[config.mk]
export PLATFORM = sky130hd
export DESIGN_NAME = sbtb_front
export DESIGN_NICKNAME = d
export VERILOG_FILES = /design/src/hdl/scrollback_text_buffer_macros.svh /design/src/hdl/sbtb_pkg.sv /design/src/hdl/sbtb_front.sv
export SDC_FILE = /design/constraint.sdc
export NUM_CORES = 1
export LEC_CHECK = 0
export BUFFER_PORTS_ARGS = -buffer_cell sky130_fd_sc_hd__buf_2
export CAP_MARGIN = 40
export CORE_MARGIN = 5
export CORE_UTILIZATION = 21
export DETAILED_ROUTE_END_ITERATION = 10
export PLACE_DENSITY = 0.75
export SYNTH_ARGS = -nofsm -noshare
export SYNTH_HDL_FRONTEND = slang
export SYNTH_SLANG_ARGS = --single-unit
[constraint.sdc]
create_clock -name i_clk -period 1.23 [get_ports i_clk]
set_input_delay 0.246 -clock i_clk [delete_from_list [all_inputs] [get_ports i_clk]]
set_output_delay 0.246 -clock i_clk [all_outputs]
set_load 0.005 [all_outputs]
[src/hdl/scrollback_text_buffer_macros.svh]
// Assertion macros shared by the scrollback buffer modules.
`ifndef SCROLLBACK_TEXT_BUFFER_MACROS_SVH
`define SCROLLBACK_TEXT_BUFFER_MACROS_SVH
`ifndef NO_ASSERTIONS
`define SBTB_ASSERT(lbl, clk, rstn, prop, msg) \
    lbl: assert property (@(posedge clk) disable iff (!rstn) prop) else $error(msg);
`define SBTB_ASSERT_ALWAYS(lbl, clk, prop, msg) \
    lbl: assert property (@(posedge clk) prop) else $error(msg);
`else
`define SBTB_ASSERT(lbl, clk, rstn, prop, msg)
`define SBTB_ASSERT_ALWAYS(lbl, clk, prop, msg)
`endif
`endif

[src/hdl/sbtb_pkg.sv]
package sbtb_pkg;

    localparam int MAX_LINES_DEF   = 1024;
    localparam int MAX_COLUMNS_DEF = 128;

    localparam logic [7:0] CODE_CR = 8'd13;
    localparam logic [7:0] CODE_LF = 8'd10;

    localparam logic [1:0] CMD_PUT_CHAR  = 2'd0;
    localparam logic [1:0] CMD_SET_SCROLL = 2'd1;
    localparam logic [1:0] CMD_MOVE_SCROLL = 2'd2;
    localparam logic [1:0] CMD_READ_CELL = 2'd3;

    localparam int         CFG_IDX_W          = 2;
    localparam int         CFG_DATA_W         = 10;
    localparam logic [CFG_IDX_W-1:0] REG_CHARS_PER_LINE = 2'd0;
    localparam logic [CFG_IDX_W-1:0] REG_LINES_VISIBLE  = 2'd1;
    localparam logic [7:0] CHARS_PER_LINE_RST = 8'd80;
    localparam logic [9:0] LINES_VISIBLE_RST  = 10'd25;

    localparam int QUEUE_DEPTH = 2;
    localparam int QUEUE_PW    = $clog2(QUEUE_DEPTH);

    typedef struct packed {
        logic [1:0]         command;
        logic [7:0]         char_code;
        logic signed [11:0] scroll_value;
        logic [9:0]         view_row;
        logic [6:0]         view_column;
    } t_in_item;

    typedef struct packed {
        logic [9:0]  scroll_pos;
        logic [9:0]  scroll_max;
        logic [10:0] total_lines;
        logic [7:0]  cell_char;
        logic        cell_valid;
    } t_out_item;

    typedef enum logic [2:0] {
        OP_STORE   = 3'd0,
        OP_NEWLINE = 3'd1,
        OP_NOP     = 3'd2,
        OP_SET     = 3'd3,
        OP_MOVE    = 3'd4,
        OP_READ    = 3'd5
    } t_op_kind;

    typedef struct packed {
        t_op_kind           kind;
        logic [7:0]         char_code;
        logic signed [11:0] scroll_value;
        logic [9:0]         view_row;
        logic [6:0]         view_column;
    } t_op;

endpackage

[src/hdl/sbtb_front.sv]
module sbtb_front (
    input  logic              i_clk,
    input  logic              i_rst_n,
    input  logic              i_valid,
    output logic              o_ready,
    input  sbtb_pkg::t_in_item i_item,
    input  logic              i_full,
    output logic              o_push,
    output sbtb_pkg::t_op     o_op
);

    logic r_last_cr;
    logic n_last_cr;

    assign o_ready = !i_full;
    assign o_push  = i_valid && !i_full;

    // CR/LF pairing only depends on put-char history, so it is resolved here
    always_comb begin
        o_op.char_code    = i_item.char_code;
        o_op.scroll_value = i_item.scroll_value;
        o_op.view_row     = i_item.view_row;
        o_op.view_column  = i_item.view_column;
        n_last_cr         = r_last_cr;
        case (i_item.command)
            sbtb_pkg::CMD_PUT_CHAR: begin
                if (i_item.char_code == sbtb_pkg::CODE_CR) begin
                    o_op.kind = sbtb_pkg::OP_NEWLINE;
                end else if (i_item.char_code == sbtb_pkg::CODE_LF) begin
                    o_op.kind = r_last_cr ? sbtb_pkg::OP_NOP : sbtb_pkg::OP_NEWLINE;
                end else begin
                    o_op.kind = sbtb_pkg::OP_STORE;
                end
                n_last_cr = (i_item.char_code == sbtb_pkg::CODE_CR);
            end
            sbtb_pkg::CMD_SET_SCROLL:  o_op.kind = sbtb_pkg::OP_SET;
            sbtb_pkg::CMD_MOVE_SCROLL: o_op.kind = sbtb_pkg::OP_MOVE;
            default:                   o_op.kind = sbtb_pkg::OP_READ;
        endcase
    end

    always_ff @(posedge i_clk) begin
        if (!i_rst_n) begin
            r_last_cr <= 1'b0;
        end else if (o_push) begin
            r_last_cr <= n_last_cr;
        end
    end

endmodule

==> summary.md <==
| Metric | Value |
|---|---|
| Outcome | `finished, violations left` |
| Failing checks | `negative setup slack` |
| Largest net degree at the start of global routing | `5` |
| Max FFs per register | `1` |
| Crit-path max FO | `2` |
| Top flop regs | `r_last_cr: 1 flops` |
| Drt total wl | `967 µm` |
| Final instance area | `424 µm²` |
| Mapped Avg Cell Area | `7.51 µm²` |
| Top-Level Pins | `85` |
| Crit path to | `o_op[37]` |
| R2R setup slack | `0.63 ns` |
| Via count of the first global-routing pass | `279` |
| Share of layout cells above drive strength 1 | `0.800` |
| Top delay family on crit path | `simple AND/OR/NAND/NOR gates` |
| Final Wtd Congestion | `0.621` |
| # DRC | `0` |
| Switch share | `0.304` |
| Worst-Skew Late Latency | `0 ns` |
| CP peak stage delay | `0.53 ns` |
| FMAX | `631 MHz` |
| ANT cells | `0` |
| Tightest Hold Check Type | `reg -> reg` |
| Synthesis-stage register bit count | `1` |
| Max-Cap Viols | `0` |
| CP Capture Type | `primary output` |
| Logic pwr share | `0.768` |
| # setup viols final | `3` |
| Synth top area share | `0.673` |
| FF-to-FF path depth | `2` |
| Power Density | `337 mW/mm²` |
| Slew @ Worst Pin | `0.256 ns` |
| Via count | `307` |
| Yosys warnings | `0` |
| Filler instances | `216` |
| Yosys top cell by area | `buf_4` |
| CP max-delay cell | `or4_4` |
| Post-Syn Area | `413 µm²` |
| Post-layout nets | `95` |
| Placed cell count | `76` |
| Synth top cells by count | `buf_4, inv_1, nand2_1` |
| Core Box Area | `0.00192 mm²` |
| Count leader, synth | `buf_4` |
| Tmin final | `1.58 ns` |
| Most used flip-flop cell after synthesis | `dfxtp_1` |
| Wire per inst | `12.6 µm` |
| GRT Total Usage | `0.0517` |
| Final ANT Viol Nets | `0` |
| Layout Skew | `0 ns` |
| DIE WIDTH | `54.3 µm` |
| Setup WS post-layout | `-0.355 ns` |
| Ys async rst share | `0` |
| Critical Path AT | `1.34 ns` |
| DIE AREA | `0.00295 mm²` |
| Worst VDD drop | `0.0000976 V` |
| Area grow syn2layout | `2.73%` |
| Final Max Tran Viols | `0` |
| Worst setup path start | `i_item[34]` |
| Number of synthesized flops with an enable pin | `0` |
| Global-route wire length before repair | `1170 µm` |
| Clock-pin slew on the worst setup and hold paths | `0 ns` |
| DP HPWL | `838 µm` |
| Initial antenna violation count | `0` |
| Int Power | `99.4 µW` |
| Switching power | `43.4 µW` |
| Initial Util | `0.215` |
| Port Buf Inserts | `26` |
| CP Buf/Inv Count | `2` |
| GRT overflow | `0` |
| Dpl cell area | `340 µm²` |
| Iter 0 DRT Violations | `0` |
| Period utilization | `1.29` |
| Required time worst endpoint | `0.98 ns` |
| Post-synthesis sequential area ratio | `0.0485` |
| RSZ-0062 raised after global routing | `yes` |
| Cell variety after synth | `17` |
| WP depth | `5` |
| Net Count, Synth | `98` |
| Die Y | `54.3 µm` |
| Fin cells | `77` |
| Top reg by flops | `r_last_cr` |
| CP startpoint kind | `input pin` |
| Hold-fix buffer count after cts | `0` |
| Crit-path cells | `buf_6 > or4_4 > o21a_1 > a31oi_2 > buf_2` |
| First-pass detailed-route iteration total | `1` |
| Rel. slew slack | `0.829` |
| FF-to-FF End | `r_last_cr$_SDFFE_PN0P_` |
| Core Rows | `16` |
| Leak pwr | `0.200 nW` |
| Synth area leaders | `buf_4, dfxtp_1, a31oi_2, or4_4, nor4bb_1` |
| Drt via density | `3.99` |
| Reg power frac | `0.232` |
| Clock group share of total power | `0` |
| Final Hold Violating Endpoints | `0` |
| Kind of critical path | `in -> out` |
| R2r startpoint | `r_last_cr$_SDFFE_PN0P_` |
| Mapped Cells | `55` |
## worst min-delay path by stage
stage	cells after the start	from	endpoint	slack (ns)
after global placement	2	r_last_cr$_SDFFE_PN0P_	r_last_cr$_SDFFE_PN0P_	0.48
after global routing	0	i_item[23]	o_op[23]	0.49
after CTS	0	i_item[10]	o_op[10]	0.49
final	2	r_last_cr$_SDFFE_PN0P_	r_last_cr$_SDFFE_PN0P_	0.49
after detailed placement	2	r_last_cr$_SDFFE_PN0P_	r_last_cr$_SDFFE_PN0P_	0.49
after floorplan	2	i_rst_n	r_last_cr$_SDFFE_PN0P_	0.40
## power by group through the flow
stage / Sequential (mW) / Clock [mW] / Combinational (mW)
floorplan: 0.0331 / 0 / 0.115
finish: 0.0331 / 0 / 0.110
global placement: 0.0331 / 0 / 0.0823
CTS: 0.0331 / 0 / 0.101
global route: 0.0331 / 0 / 0.121
detailed placement: 0.0331 / 0 / 0.0858
## worst register-to-register path, delay by kind of cell (launching register included)
kind             cells  cell delay [ns]
flip-flops           1             0.33
AO/OA/AOI/OAI        1             0.12
AND/OR/NAND/NOR      1             0.06
## kinds of logic (layout without fill, tap and decap cells)
family | after synthesis | count (layout) | synth area share
buffers and inverters | 40 | 35 | 0.700
AO/OA/AOI/OAI | 4 | 4 | 0.0818
flip-flops | 1 | 1 | 0.0485
AND/OR/NAND/NOR | 10 | 10 | 0.170
## metal layers
layer | wire length, µm | GRT usage
met5 | 0 | 0
met4 | 6 | 0.00830
met3 | 283 | 0.0381
met2 | 411 | 0.0976
met1 | 265 | 0.0434
## layout make-up
| class | instances | area [µm²] | share of cell area |
|---|---|---|---|
| timing repair buffer | 33 | 214 | 0.504 |
| inverter | 2 | 7.51 | 0.0177 |
| sequential | 1 | 20.0 | 0.0472 |
| multi-input combinational | 14 | 149 | 0.351 |
| tap | 27 | 33.8 | 0.0796 |
## metrics by stage
stage / util / worst slack, ns / hold WS [ns] / total power [mW] / TNS (ns)
2_1_floorplan: - / -0.103 / 0.396 / 0.148 / -0.103
3_3_place_gp: 0.177 / -0.342 / 0.479 / 0.115 / -0.526
3_5_place_dp: 0.177 / -0.384 / 0.487 / 0.119 / -0.608
4_1_cts: 0.204 / -0.383 / 0.492 / 0.134 / -0.526
5_1_grt: 0.221 / -0.390 / 0.492 / 0.154 / -0.638
6_report: 0.221 / -0.355 / 0.489 / 0.143 / -0.495
## placed cells by master (no fill, tap or decap), drive strengths merged
master and n:
buf 33, inv 2, nand2 2, nor4bb 1, nor4 1, nand3 1, a21oi 1, nand2b 1
nand4b 1, or4 1, o21a 1, a31oi 1, nor2b 1, nor4b 1, o32ai 1, dfxtp 1
## timing repair
| item | 4_1_cts | 5_1_grt |
|---|---|---|
| resized for setup | 7 | 5 |
| pin swaps | 5 | 5 |
| setup endpoints to repair | 3 | 3 |
| buffers inserted | 1 | 1 |
No activity file was read; power rests on OpenSTA's default activity.
