File: config.mk
export PLATFORM = sky130hd
export DESIGN_NAME = sbtb_queue
export DESIGN_NICKNAME = d
export VERILOG_FILES = /design/src/hdl/sbtb_pkg.sv /design/src/hdl/sbtb_queue.sv
export VERILOG_INCLUDE_DIRS = /design/src /design/src/hdl
export SDC_FILE = /design/constraint.sdc
export NUM_CORES = 1
export LEC_CHECK = 0
export ABC_AREA = 1
export BUFFER_PORTS_ARGS = -buffer_cell sky130_fd_sc_hd__buf_2
export CAP_MARGIN = 10
export CORE_MARGIN = 4
export CORE_UTILIZATION = 50
export CTS_CLUSTER_DIAMETER = 100
export DETAILED_ROUTE_END_ITERATION = 6
export PLACE_DENSITY = 0.77
export SLEW_MARGIN = 20
export SYNTH_ARGS = -nofsm -noshare
export SYNTH_HDL_FRONTEND = slang
export SYNTH_SLANG_ARGS = --single-unit
File: constraint.sdc
create_clock -name i_clk -period 3.6 [get_ports i_clk]
set_clock_uncertainty 0.15 [all_clocks]
set_input_delay 0.72 -clock i_clk [delete_from_list [all_inputs] [get_ports i_clk]]
set_output_delay 0.72 -clock i_clk [all_outputs]
set_load 0.01 [all_outputs]
File: src/hdl/scrollback_text_buffer_macros.svh
// Assertion macros shared by the scrollback buffer modules.
`ifndef SCROLLBACK_TEXT_BUFFER_MACROS_SVH
`define SCROLLBACK_TEXT_BUFFER_MACROS_SVH
`ifndef NO_ASSERTIONS
`define SBTB_ASSERT(lbl, clk, rstn, prop, msg) \
    lbl: assert property (@(posedge clk) disable iff (!rstn) prop) else $error(msg);
`define SBTB_ASSERT_ALWAYS(lbl, clk, prop, msg) \
    lbl: assert property (@(posedge clk) prop) else $error(msg);
`else
`define SBTB_ASSERT(lbl, clk, rstn, prop, msg)
`define SBTB_ASSERT_ALWAYS(lbl, clk, prop, msg)
`endif
`endif

File: src/hdl/sbtb_pkg.sv
package sbtb_pkg;

    localparam int MAX_LINES_DEF   = 1024;
    localparam int MAX_COLUMNS_DEF = 128;

    localparam logic [7:0] CODE_CR = 8'd13;
    localparam logic [7:0] CODE_LF = 8'd10;

    localparam logic [1:0] CMD_PUT_CHAR  = 2'd0;
    localparam logic [1:0] CMD_SET_SCROLL = 2'd1;
    localparam logic [1:0] CMD_MOVE_SCROLL = 2'd2;
    localparam logic [1:0] CMD_READ_CELL = 2'd3;

    localparam int         CFG_IDX_W          = 2;
    localparam int         CFG_DATA_W         = 10;
    localparam logic [CFG_IDX_W-1:0] REG_CHARS_PER_LINE = 2'd0;
    localparam logic [CFG_IDX_W-1:0] REG_LINES_VISIBLE  = 2'd1;
    localparam logic [7:0] CHARS_PER_LINE_RST = 8'd80;
    localparam logic [9:0] LINES_VISIBLE_RST  = 10'd25;

    localparam int QUEUE_DEPTH = 2;
    localparam int QUEUE_PW    = $clog2(QUEUE_DEPTH);

    typedef struct packed {
        logic [1:0]         command;
        logic [7:0]         char_code;
        logic signed [11:0] scroll_value;
        logic [9:0]         view_row;
        logic [6:0]         view_column;
    } t_in_item;

    typedef struct packed {
        logic [9:0]  scroll_pos;
        logic [9:0]  scroll_max;
        logic [10:0] total_lines;
        logic [7:0]  cell_char;
        logic        cell_valid;
    } t_out_item;

    typedef enum logic [2:0] {
        OP_STORE   = 3'd0,
        OP_NEWLINE = 3'd1,
        OP_NOP     = 3'd2,
        OP_SET     = 3'd3,
        OP_MOVE    = 3'd4,
        OP_READ    = 3'd5
    } t_op_kind;

    typedef struct packed {
        t_op_kind           kind;
        logic [7:0]         char_code;
        logic signed [11:0] scroll_value;
        logic [9:0]         view_row;
        logic [6:0]         view_column;
    } t_op;

endpackage

File: src/hdl/sbtb_queue.sv
`include "scrollback_text_buffer_macros.svh"

module sbtb_queue (
    input  logic          i_clk,
    input  logic          i_rst_n,
    input  logic          i_push,
    input  sbtb_pkg::t_op i_op,
    output logic          o_full,
    output logic          o_valid,
    output sbtb_pkg::t_op o_op,
    input  logic          i_pop
);

    localparam int PW = sbtb_pkg::QUEUE_PW;
    localparam int CW = $clog2(sbtb_pkg::QUEUE_DEPTH + 1);

    sbtb_pkg::t_op r_slot [sbtb_pkg::QUEUE_DEPTH];
    logic [PW-1:0] r_wr;
    logic [PW-1:0] r_rd;
    logic [CW-1:0] r_count;

    assign o_full  = (r_count == CW'(sbtb_pkg::QUEUE_DEPTH));
    assign o_valid = (r_count != '0);
    assign o_op    = r_slot[r_rd];

    always_ff @(posedge i_clk) begin
        if (i_push) begin
            r_slot[r_wr] <= i_op;
        end
    end

    always_ff @(posedge i_clk) begin
        if (!i_rst_n) begin
            r_wr    <= '0;
            r_rd    <= '0;
            r_count <= '0;
        end else begin
            if (i_push) begin
                r_wr <= r_wr + PW'(1);
            end
            if (i_pop) begin
                r_rd <= r_rd + PW'(1);
            end
            if (i_push && !i_pop) begin
                r_count <= r_count + CW'(1);
            end else if (i_pop && !i_push) begin
                r_count <= r_count - CW'(1);
            end
        end
    end

    `SBTB_ASSERT(a_no_overflow, i_clk, i_rst_n, i_push |-> !o_full, "queue push while full")
    `SBTB_ASSERT(a_no_underflow, i_clk, i_rst_n, i_pop |-> o_valid, "queue pop while empty")

endmodule

==> results of run 1 <==
[registers in the layout, summed over array words and instances, names as in the netlist, named ones only]
signal	count
r_slot	80
r_wr	1
r_count	2
r_rd	1
[routing by layer]
metal	vias to the layer above	routed length, um	track usage, %
met5	-	0	0
met4	0	24	5.52
met3	2	314	5.20
met2	48	2680	23.9
met1	796	2240	17.7
li1	784	-	-
[stage by stage]
step	util, %	std cells
after CTS	63.9	332
after global placement	60.5	317
final	63.9	332
after global routing	63.9	332
after floorplan	-	159
after detailed placement	60.5	317
[critical path, cell delays in order (launching register included)]
cell and delay [ns]:
dfxtp_2 0.96, mux2_2 0.43, buf_2 0.14
[logic make-up after synthesis]
kind of cell | after synthesis
flip-flops | 85
AO/OA/AOI/OAI | 2
AND/OR/NAND/NOR | 19
adder cells (fa/ha/maj) | 1
multiplexers | 40
buffers and inverters | 12
[cells in the final DEF (no fill, tap or decap), types with 2 or more instances in the layout]
cell       count
dfxtp_1        4
bufinv_16      2
inv_1          8
buf_4          2
buf_2         85
clkbuf_8       9
nand2_1        9
nor2_1         7
mux2_2        40
edfxtp_1      80
[final cells by class]
| type | instances | share of cell area, % |
|---|---|---|
| inverter | 8 | 0.785 |
| tap | 75 | 2.45 |
| sequential | 85 | 65.4 |
| clock buffer | 10 | 3.33 |
| multi-input combinational | 62 | 14.5 |
| clock inverter | 5 | 1.99 |
| timing repair buffer | 87 | 11.5 |
[path summary, 6_finish.rpt]
check,from,to,slack (ns),cells after the start
max reg2reg,r_wr$_SDFFE_PN0P_,r_slot[0][10]$_DFFE_PP_,1.88,2
max,register,o_op[22],0.87,2
min,r_rd$_SDFFE_PN0P_,r_rd$_SDFFE_PN0P_,0.36,2
min reg2reg,r_rd$_SDFFE_PN0P_,r_rd$_SDFFE_PN0P_,0.36,2
[power groups by stage]
stage                     Sequential, mW  Clock (mW)  Combinational [mW]
after floorplan                     1.17           0               0.119
after global placement              1.19           0               0.188
after detailed placement            1.19           0               0.191
after CTS                           1.17       0.705               0.191
after global routing                1.17       0.748               0.207
final                               1.17       0.686               0.188
==> impl.org, run 1 <==
** Timing
- Finish-stage setup viols :: 0
- At the pin with the least slew margin, the transition time is ~0.95 ns.
- Hold Fails Final Rpt :: 0
- The number of slew-limit violations in the final report came to 0.
- Upper clock frequency limit :: 0.366 GHz
- Summed over all failing endpoints, the final setup total negative slack is 0 ns.
- Setup repair after global routing left no endpoint under its margin.
- Rel. slew slack :: 36.9%
- The clock period could shrink to about 2.7 ns.
- Worst path setup slack after routing :: ~0.87 ns
- Worst Hold Margin :: between 0.3 and 0.4 ns
- Final critical-path share of the clock period :: between 70% and 80%

** Final layout
- In the final layout, the share of cells above drive strength 1 is 55.3%.
- The number of antenna diodes in the final layout is 0.
- After the last flow step, the layout net total stands at approximately 300.
- Relative to the synthesized area, the layout overhead comes to 22.5%.
- Combined area of the multi-input logic cells :: approximately 560 um2
- Registers take ~2500 um2.
- The filler cells instantiated in the layout total around 460.
- Once layout is done, the placed cells without fillers occupy roughly 3800 um2.

** Route
- Detailed-route via count :: roughly 1600
- The first TritonRoute pass finished after 4 iterations.
- For this block, the routed nets add up to ~5.3 mm of wire.
- After detailed routing, the number of remaining DRC violations is 0.
- Starting DRC count in detailed routing :: between 40 and 50
- Average vias per placed instance :: 4.91
- Number of antenna-violating nets in the routed design :: 0
- Per-cell routed wire length :: roughly 16 um

** Power
- Power spread over the standard cell area amounts to 533 nW/um2.
- The analysis attributes to net switching a power of about 420 uW.
- Portion of total power attributed to sequential cells :: between 50% and 60%
- The worst-case IR drop observed on VDD is 0.326 mV.
- Summed over all cells, the static leakage comes to 1.48 nW.
- Summing internal, switching and leakage power gives between 2 and 2.5 mW.
- Part of the power in the clock network :: 33.7%
- Internal power comes to roughly 1.6 mW.
- Net switching fraction of the power :: 20.8%
- Per report_power, the combinational group accounts for under 10% of the total.

** Place
- In this run the tool buffered the top-level ports with 85 buffer cells.
- Pre-CTS setup slack :: 1.17 ns
- After legalization and detailed placement, the total HPWL measured about 3.5 mm.
- Area after detailed placement :: between 3000 and 4000 um2
- Routability-driven placement finished with a final weighted congestion of between 0.6 and 0.7.

** Run
- Number of max-cap violations :: 0

** Logic synthesis
- The synthesized design contains 80 enable-type register cells.
- The commonest cells after synthesis are edfxtp_1, mux2_2, nand2_1.
- Post-synthesis mux area share :: around 14%
- Summing the areas of all compound-gate instances in the mapped netlist gives 0.320% of the synthesized area.
- Post-Synthesis Net Count :: about 200
- Summing the areas of all fa, ha and maj instances in the mapped netlist gives less than 1% of the synthesized area.
- Post-synth design cell area :: 3130 um2
- Fraction of synthesis flops using an asynchronous set or reset pin :: 0%
- Among all cell types in the netlist, the one instantiated most often is edfxtp_1.
- The synthesized netlist devotes 0% of its cell area to XOR and XNOR gates.
- The average instance in the mapped netlist occupies ~20 um2.
- For this run, the number of Yosys warnings is 0.
- Area share of the largest cell type after synthesis :: roughly 77%
- Largest area contributor in the netlist :: edfxtp_1
- Synthesized instance count :: 159
- Of the total synthesized cell area, the portion taken by AND, OR, NAND and NOR gates is 2.40%.
- Number of distinct library cells after synthesis :: 12
- Dominant combinational cell family by area after synthesis :: multiplexers
- By area the synthesized netlist is led by edfxtp_1, mux2_2, dfxtp_1, buf_6, nand2_1.
- In the synthesized netlist the dominant register cell turns out to be edfxtp_1.
- For this run, the register share of the synthesized area comes to between 80% and 90%.
- Count of state elements after synthesis :: 85

** CTS
- The later pin in the worst-skew pair is clocked with a latency of roughly 0.32 ns.
- The number of setup buffers added after CTS is 0.
- TritonCTS built the clock tree.
- Number of buffers created by CTS :: 9
- CTS Sinks :: between 80 and 90
- Number of hold buffers added after cts :: 0
- The H-tree was split into 3 levels.
- Post-cts resize count :: 0
- Clock-pin slew was measured on the worst setup and hold paths at 0.07 ns.
- The root buffer cell chosen for the clock tree is clkbuf_8.
- The clock passes through at most 2 buffers.

** Worst setup path
- STA classifies the critical path startpoint as a register.
- Data on the critical path arrives at its endpoint at around 1.9 ns.
- Along the worst path, the maximum fanout reaches 40.
- At the worst endpoint, the required time is 2.73 ns.
- Capturing element type of the critical path :: output pin
- Type of the worst setup path :: reg2out

** Die
- After floorplanning, the core was sized to cover 5990 um2.
- Row Count :: 28
- The die covers about 7600 um2.
- The die is 87.1 um wide.
- Boundary pin count :: 86
- For this configuration, the core starts out at a cell density of between 50% and 60%.
- Die Y :: 87.1 um

** Global route
- Global routing used 14.6% of the available tracks across all layers.
- The first global-routing pass estimated roughly 8.1 mm of wire.
- Via count of the first global-routing pass :: roughly 1700
- Pin count of the biggest net entering global routing :: just over 40
- Final global-route overflow total :: 0
- The initial antenna violation count was 0.

** Outcome
- The flow ran to the end, and the final reports show no timing, DRC or antenna violations.

** Min path
- Hold/Removal Path Class :: reg2reg
Note: power is estimated with default switching activity, not from simulation.
==> run 2: changes to the inputs <==
--- a/config.mk
+++ b/config.mk
@@ -6,7 +6,7 @@
 export SDC_FILE = /design/constraint.sdc
 export NUM_CORES = 1
 export LEC_CHECK = 0
-export ABC_AREA = 1
+export ABC_AREA = 0
 export BUFFER_PORTS_ARGS = -buffer_cell sky130_fd_sc_hd__buf_2
 export CAP_MARGIN = 10
 export CORE_MARGIN = 4
==> constraint.sdc (replaced) <==
create_clock -name i_clk -period 2.74 [get_ports i_clk]
set_clock_uncertainty 0.15 [all_clocks]
set_input_delay 0.548 -clock i_clk [delete_from_list [all_inputs] [get_ports i_clk]]
set_output_delay 0.548 -clock i_clk [all_outputs]
set_load 0.01 [all_outputs]
==> run 2 against run 1 <==
Compared with the run above:
- worst setup slack got worse by 0.46 ns
- sequential power grew 30%
- register-to-register slack worse by 0.83 ns
- critical path depth increased by 1
- hold slack worse by 0.11 ns
- synthesized cell count decreased by 8.2%
- die area shrank 0.92%
- largest power group unchanged
==> impl.org, run 2 <==
** Final layout
- The fraction of final layout cells sized beyond drive strength 1 is 59.5% (+4.3 points).
- Leaving out fill and tap cells, the most frequent cell in the layout is buf_2.
- Most used cells in the layout excluding fill and tap cells :: buf_2, edfxtp_1, mux2_2
- P&R area growth vs syn :: 24.1%
- Number of flip-flops under the largest register name :: 80 (unchanged)
- Combined area of the multi-input logic cells :: 577 um2 (+3.8%)
- Counting flops per register, the top entry is r_slot.
- Final Instance Count excl. Fillers :: 322 (-3.0%)
- Nets@finish :: 287 (-3.7%)
- N_diodes :: 0 (unchanged)
- The final instance area is 3840 um2 (+0.36%).
- The flip-flop and latch area is 2500 um2 (unchanged).
- Biggest regs :: r_slot: 80 flops, r_count: 2 flops
- The count of fill cells added during filler insertion is 426 (-6.6%).

** Worst setup path
- The maximum fanout count along the critical path is 28 (-30%).
- The data arrival time at the worst-slack endpoint came to 1.63 ns (-0.23 ns).
- The number of cells on the worst reg-to-reg path came to 2 (unchanged).
- Type of the worst setup path :: reg2out
- Critical path launch point type :: register
- STA classifies the critical path endpoint as an output pin.
- The required time at the endpoint of the critical path was 2.04 ns (-0.69 ns).

** Logic synthesis
- The sequential fraction of the synthesis area is 80.9% (+0.81 points).
- Number of distinct library cells after synthesis :: 16 (+4)
- Post-synth design cell area :: 3090 um2 (-1.0%)
- Among all cell types in the netlist, the one instantiated most often is edfxtp_1.
- Number of flops mapped to enable cells by yosys :: 80 (unchanged)
- Fraction of synthesis flops using an asynchronous set or reset pin :: 0% (unchanged)
- After synthesis, the cell types taking the most area are edfxtp_1, mux2_2, dfxtp_1, and2_1, buf_2.
- Post-Synthesis Net Count :: 191 (-6.4%)
- Count of state elements after synthesis :: 85 (unchanged)
- The synthesized netlist cell count is 146 (-8.2%).
- The area share of the largest cell type after synthesis is 77.6% (+0.78 points).
- Most common flop cell mapped by yosys :: edfxtp_1
- Post-synth top cells :: edfxtp_1, mux2_2, dfxtp_1
- Largest area contributor in the netlist :: edfxtp_1
- The synthesized area per cell was 21.2 um2 (+7.8%).
- The yosys synthesis warning count came to 0 (unchanged).

** Global route
- Initial antenna violation count :: 0 (unchanged)
- Via count of the first global-routing pass :: 1649 (-3.7%)
- Wire length of the first global-routing pass :: 8.02 mm (-1.4%)
- The global route total overflow was 0 (unchanged).
- Overall Global Routing Usage :: 14.5% (-0.060 points)
- Pin count of the biggest net entering global routing :: 29 (-29%)

** Timing
- Setup repair after global routing missed its margin :: false
- The worst path uses between 80% and 90% of the clock period.
- The worst-case hold slack was 0.242 ns (-0.113 ns).
- Finish-stage setup viols :: 0 (unchanged)
- The number of endpoints with negative hold slack in the final report is 0 (unchanged).
- The post-route setup TNS came to 0 ns (unchanged).
- Final slew viol count :: 0 (unchanged)
- Final critical path time including I/O delays and setup :: about 2.3 ns
- Rel. slew slack :: 66.4% (+29 points)
- Based on the critical path, the design can be clocked at up to 0.430 GHz.
- Slew of the pin with the lowest slew margin :: 0.505 ns (-0.442 ns)

** CTS
- The clock-pin slew on the worst setup and hold paths was 0.08 ns (about the same).
- Post-cts resize count :: 0 (unchanged)
- The number of hold buffers added after cts is 0 (unchanged).
- The H-tree level count came to 3 (unchanged).
- The clock network latency to the later pin of the worst-skew pair was 0.34 ns (+0.02 ns).
- Buffers from clock root to sink, at most :: 2 (unchanged)
- The number of sinks on the clock net is 85 (unchanged).
- Post-CTS repair timing setup buffer count :: 0 (unchanged)
- The total CTS buffers is 9 (unchanged).
- TritonCTS clock tree :: done
- Root cell of the clock tree :: clkbuf_8

** Place
- The count of input and output buffers came to 85 (unchanged).
- Routability-driven placement congestion ratio :: 0.699 (+0.68%)
- The cell area after placement was 3660 um2 (+0.97%).
- Detailed-placement wirelength estimate :: 3.51 mm (-0.72%)
- The total placed cells including tap cells was 306 (-3.5%).

** Die
- Area inside the core boundary :: 5960 um2 (-0.58%)
- Initial standard-cell utilization of the core :: 52.0% (-0.22 points)
- The vertical extent of the die was 86.7 um (-0.46%).
- Area enclosed by the die boundary :: 7510 um2 (-0.92%)
- Boundary pin count :: 86 (unchanged)
- The count of standard-cell rows is 28 (unchanged).
- The horizontal die dimension is 86.7 um (-0.46%).

** Route
- Starting DRC count in detailed routing :: 53 (+18%)
- Sum of routed wire length over all layers :: 5.07 mm (-3.6%)
- The antenna violation net count after detailed routing is 0 (unchanged).
- Detailed-route via count :: 1598 (-2.0%)
- Per-cell routed wire length :: 15.7 um (-0.56%)
- Average vias per placed instance :: 4.96 (+1.1%)
- The first-pass iteration count of the detailed router came to 4 (unchanged).
- The DRC violation count after routing came to 0 (unchanged).

** Power
- Power density over cell area :: 685 nW/um2 (+28%)
- The share of power burned in registers was 57.9% (+0.7 points).
- The combinational group share of total power was 11.3% (+2.1 points).
- Part of the power in the clock network :: 30.8% (-2.9 points)
- The switching portion of total power was 21.5% (+0.72 points).
- The internal power summed over all cells came to 2.07 mW (+28%).
- Switching power total :: 565 uW (+33%)
- Maximum resistive drop on vdd :: 0.371 mV (+14%)
- Leakage power :: 1.46 nW (-1.5%)

** Outcome
- The run finished with clean final reports.

** Min path
- Hold/Removal Path Class :: in2reg
- Worst Hold Path Cells :: 1 (-1)

** Run
- Number of max-cap violations :: 0 (unchanged)
## run 2: power by group through the flow
stage	sequential, mW	combinational (mW)	clock [mW]
3_3_place_gp	1.55	0.297	0
5_1_grt	1.53	0.324	0.893
3_5_place_dp	1.55	0.301	0
4_1_cts	1.52	0.304	0.829
2_1_floorplan	1.54	0.174	0
6_report	1.52	0.297	0.811
## run 2: stage by stage
stage | power [mW] | setup WS (ns) | util [%]
2_1_floorplan | 1.71 | 0.536 | -
3_3_place_gp | 1.85 | 0.763 | 61.4
3_5_place_dp | 1.85 | 0.760 | 61.4
4_1_cts | 2.66 | 0.384 | 64.5
5_1_grt | 2.75 | 0.304 | 64.5
6_report | 2.63 | 0.412 | 64.5
## run 2: cells by family after synthesis
family	after synthesis	share of synthesized area, %
flops	85	80.9
mux	40	14.6
fa+ha+maj	1	0.404
simple gates	9	1.90
xor+xnor	3	0.849
buf+inv	5	0.768
compound gates	3	0.647
## run 2: worst paths after layout
check / from / end / slack, ns
max reg2reg: r_wr$_SDFFE_PN0P_ / r_slot[1][3]$_DFFE_PP_ / 1.05
max: register / o_op[27] / 0.41
min reg2reg: r_count[1]$_SDFFE_PN0P_ / r_count[1]$_SDFFE_PN0P_ / 0.35
min: i_op[37] / r_slot[1][37]$_DFFE_PP_ / 0.24
## run 2: worst max-delay path, stage by stage (launching register included)
cell	delay, ns
dfxtp_2	0.54
buf_12	0.24
mux2_2	0.36
buf_2	0.14
## run 2: routing by layer
layer	part of all wire [%]	track usage, %
met5	0	0
met4	2.2	8.22
met2	49	22.5
met1	42	18.1
met3	7.6	4.56
## run 2: layout make-up
type                            count  share of cell area (%)
Clock buffer                       11                    3.42
Inverter                            1                  0.0977
Timing Repair Buffer               89                    12.5
Tap cell                           75                    2.44
Multi-Input combinational cell     56                    15.0
Sequential cell                    85                    65.2
Clock inverter                      5                    1.34
==> run 3: changes to the inputs <==
==> constraint.sdc (replaced) <==
create_clock -name i_clk -period 2.2 [get_ports i_clk]
set_clock_uncertainty 0.15 [all_clocks]
set_input_delay 0.44 -clock i_clk [delete_from_list [all_inputs] [get_ports i_clk]]
set_output_delay 0.44 -clock i_clk [all_outputs]
set_load 0.01 [all_outputs]
==> run 3 against run 2 <==
Compared with the run above:
- via count is 1.1% lower
- worst setup slack worse by 0.19 ns
- routed wire length is 2.6% lower
- register-to-register slack worse by 0.31 ns
- critical path depth stayed put
- first-iteration DRC count is 19% lower
- sequential power is 24% higher
- clock-buffer cell count is 1 lower
- final area is 1.8% higher
- hold slack worse by 0.10 ns
- sequential share of layout area is 1.1 points lower
- critical path type unchanged
- largest cell class unchanged
==> impl.org, run 3 (synthesis results as in run 2) <==
** Outcome
- The run finished with clean final reports.

** Die
- The vertical extent of the die is 86.7 um (unchanged).
- Area enclosed by the die boundary :: 7510 um2 (unchanged)
- The count of standard-cell rows came to 28 (unchanged).
- The core outline area is 5960 um2 (unchanged).
- The effective utilization at floorplan is 52.0% (unchanged).
- The horizontal die dimension came to 86.7 um (unchanged).
- Boundary pin count :: 86 (unchanged)

** Route
- Number of DRC violations after detailed routing :: 0 (unchanged)
- The first-pass iteration count of the detailed router came to 2 (-2).
- Metal1 wirelength :: 2.09 mm (-0.81%)
- WL met2 :: 2.44 mm (-1.1%)
- Detailed-route via count :: 1580 (-1.1%)
- Starting DRC count in detailed routing :: 43 (-19%)
- The routed length on met3 is 316 um (-18%).
- The antenna violation net count after detailed routing was 0 (unchanged).
- Highest metal layer with signal wires :: met4
- Average vias per placed instance :: 4.91 (-1.1%)
- Sum of routed wire length over all layers :: 4.94 mm (-2.6%)
- Per-cell routed wire length :: 15.3 um (-2.6%)

** CTS
- Post-CTS repair timing setup buffer count :: 0 (unchanged)
- CTS Sinks :: 85 (unchanged)
- The clock network latency to the later pin of the worst-skew pair was 0.33 ns (about the same).
- Clock Pin Slew Worst Setup and Hold Paths :: 0.08 ns (about the same)
- Buffers from clock root to sink, at most :: 2 (unchanged)
- H-tree level count :: 3 (unchanged)
- Root cell of the clock tree :: clkbuf_8
- TritonCTS clock tree :: done
- The post-cts repair resize count came to 0 (unchanged).
- The total CTS buffers was 9 (unchanged).
- Number of hold buffers added after cts :: 0 (unchanged)

** Final layout
- Nets@finish :: 287 (unchanged)
- The final instance area was 3910 um2 (+1.8%).
- Reg with most FFs :: r_slot
- Most used cells in the layout excluding fill and tap cells :: buf_2, edfxtp_1, mux2_2
- Leaving out fill and tap cells, the most frequent cell in the layout is buf_2.
- Share of cells above drive strength 1 :: 59.9% (+0.40 points)
- N_diodes :: 0 (unchanged)
- In the final layout, the registers with the most flip-flops are r_slot: 80 flops, r_count: 2 flops.
- Combined area of the multi-input logic cells :: 577 um2 (unchanged)
- The flip-flop count of the largest register, all copies and words added came to 80 (unchanged).
- Filler Cells Inserted :: 435 (+2.1%)
- P&R area growth vs syn :: 26.4%
- Storage cell area :: 2500 um2 (unchanged)

** Timing
- Upper clock frequency limit :: 0.505 GHz
- Setup repair after global routing missed its margin :: false
- The post-route setup TNS came to 0 ns (unchanged).
- Subtracting the final worst setup slack from the clock period gives slightly below 2 ns.
- The number of endpoints with negative hold slack in the final report came to 0 (unchanged).
- After layout, the worst path uses 90.1% of the clock period.
- The total setup violations reported at the end of the flow is 0 (unchanged).
- Final slew viol count :: 0 (unchanged)
- The transition time at the pin with the least slew margin was 0.312 ns (-0.193 ns).
- Rel. slew slack :: 79.2% (+13 points)

** Global route
- The first-pass GRT wire length is 8.09 mm (+0.77%).
- The total routing resource utilization after global routing was 14.3% (-0.20 points).
- The number of global-route vias before repair was 1705 (+3.4%).
- Pin count of the biggest net entering global routing :: 42 (+45%)
- Final global-route overflow total :: 0 (unchanged)
- Initial antenna violation count :: 0 (unchanged)

** Worst setup path
- Capturing element type of the critical path :: output pin
- STA classifies the critical path startpoint as a register.
- The worst setup path is of the reg2out kind.
- The required time at the endpoint of the critical path was 1.61 ns (-0.43 ns).
- Data arrival time of the critical path :: 1.39 ns (-0.24 ns)
- Critical-path maximum fanout :: 29 (+3.6%)

** Power
- Maximum resistive drop on vdd :: 0.547 mV (+47%)
- Power density over cell area :: 901 nW/um2 (+32%)
- The overall power after layout is 3.52 mW (+34%).
- Leakage power :: 1.49 nW (+2.1%)

** Place
- PortBufs :: 85 (unchanged)
- Routability-driven placement congestion ratio :: 0.669 (-4.2%)
- Detailed-placement wirelength estimate :: 3.41 mm (-2.9%)
- The cell area after placement came to 3670 um2 (+0.34%).

** Min path
- In this run the worst hold path is classified as in2reg.

** Run
- The max capacitance violation total is 0 (unchanged).
[run 3: cell count changes in the layout (fill, tap and decap cells not counted), sizes merged]
| cell | change |
|---|---|
| bufinv | +2 |
| clkbuf | -1 |
| clkinvlp | -1 |
[run 3: path summary, 6_finish.rpt]
kind | startpoint | end | slack, ns | cells after the start
setup / recovery | register | o_op[3] | 0.22 | 3
hold / removal | i_op[15] | r_slot[1][15]$_DFFE_PP_ | 0.14 | 1
setup reg to reg | r_wr$_SDFFE_PN0P_ | r_slot[1][26]$_DFFE_PP_ | 0.74 | 2
hold reg to reg | r_count[1]$_SDFFE_PN0P_ | r_count[1]$_SDFFE_PN0P_ | 0.35 | 2
[run 3: cell type report]
cell class | count | share of cell area (%)
clock buffers | 10 | 3.26
repair buffers | 89 | 12.6
clock inverters | 6 | 2.85
flip-flops and latches | 85 | 64.0
well taps | 75 | 2.40
inverters | 1 | 0.0960
multi-input cells | 56 | 14.8
[run 3: worst max-delay path, cell delays in order, from the launching register on]
cell	delay, ns
dfxtp_2	0.35
buf_12	0.20
mux2_2	0.36
buf_2	0.14
[run 3: layer usage]
metal / global-route usage [%] / vias to the layer above
met2: 22.9 / 52
met1: 18.0 / 756
li1: - / 762
met3: 3.90 / 10
met5: 0 / -
met4: 7.22 / 0
[run 3: report_power, final]
group          switching, mW  internal (mW)
sequential            0.0246           1.86
combinational          0.185          0.195
clock                  0.502          0.755
total                  0.712           2.81
[run 3: stage by stage]
step,utilization (%),setup WS (ns),std cells,hold slack [ns]
2_1_floorplan,-,0.104,146,0.311
3_3_place_gp,61.6,0.568,306,0.324
3_5_place_dp,61.6,0.562,306,0.340
4_1_cts,65.7,0.189,322,0.120
5_1_grt,65.7,0.155,322,0.116
6_report,65.7,0.218,322,0.140
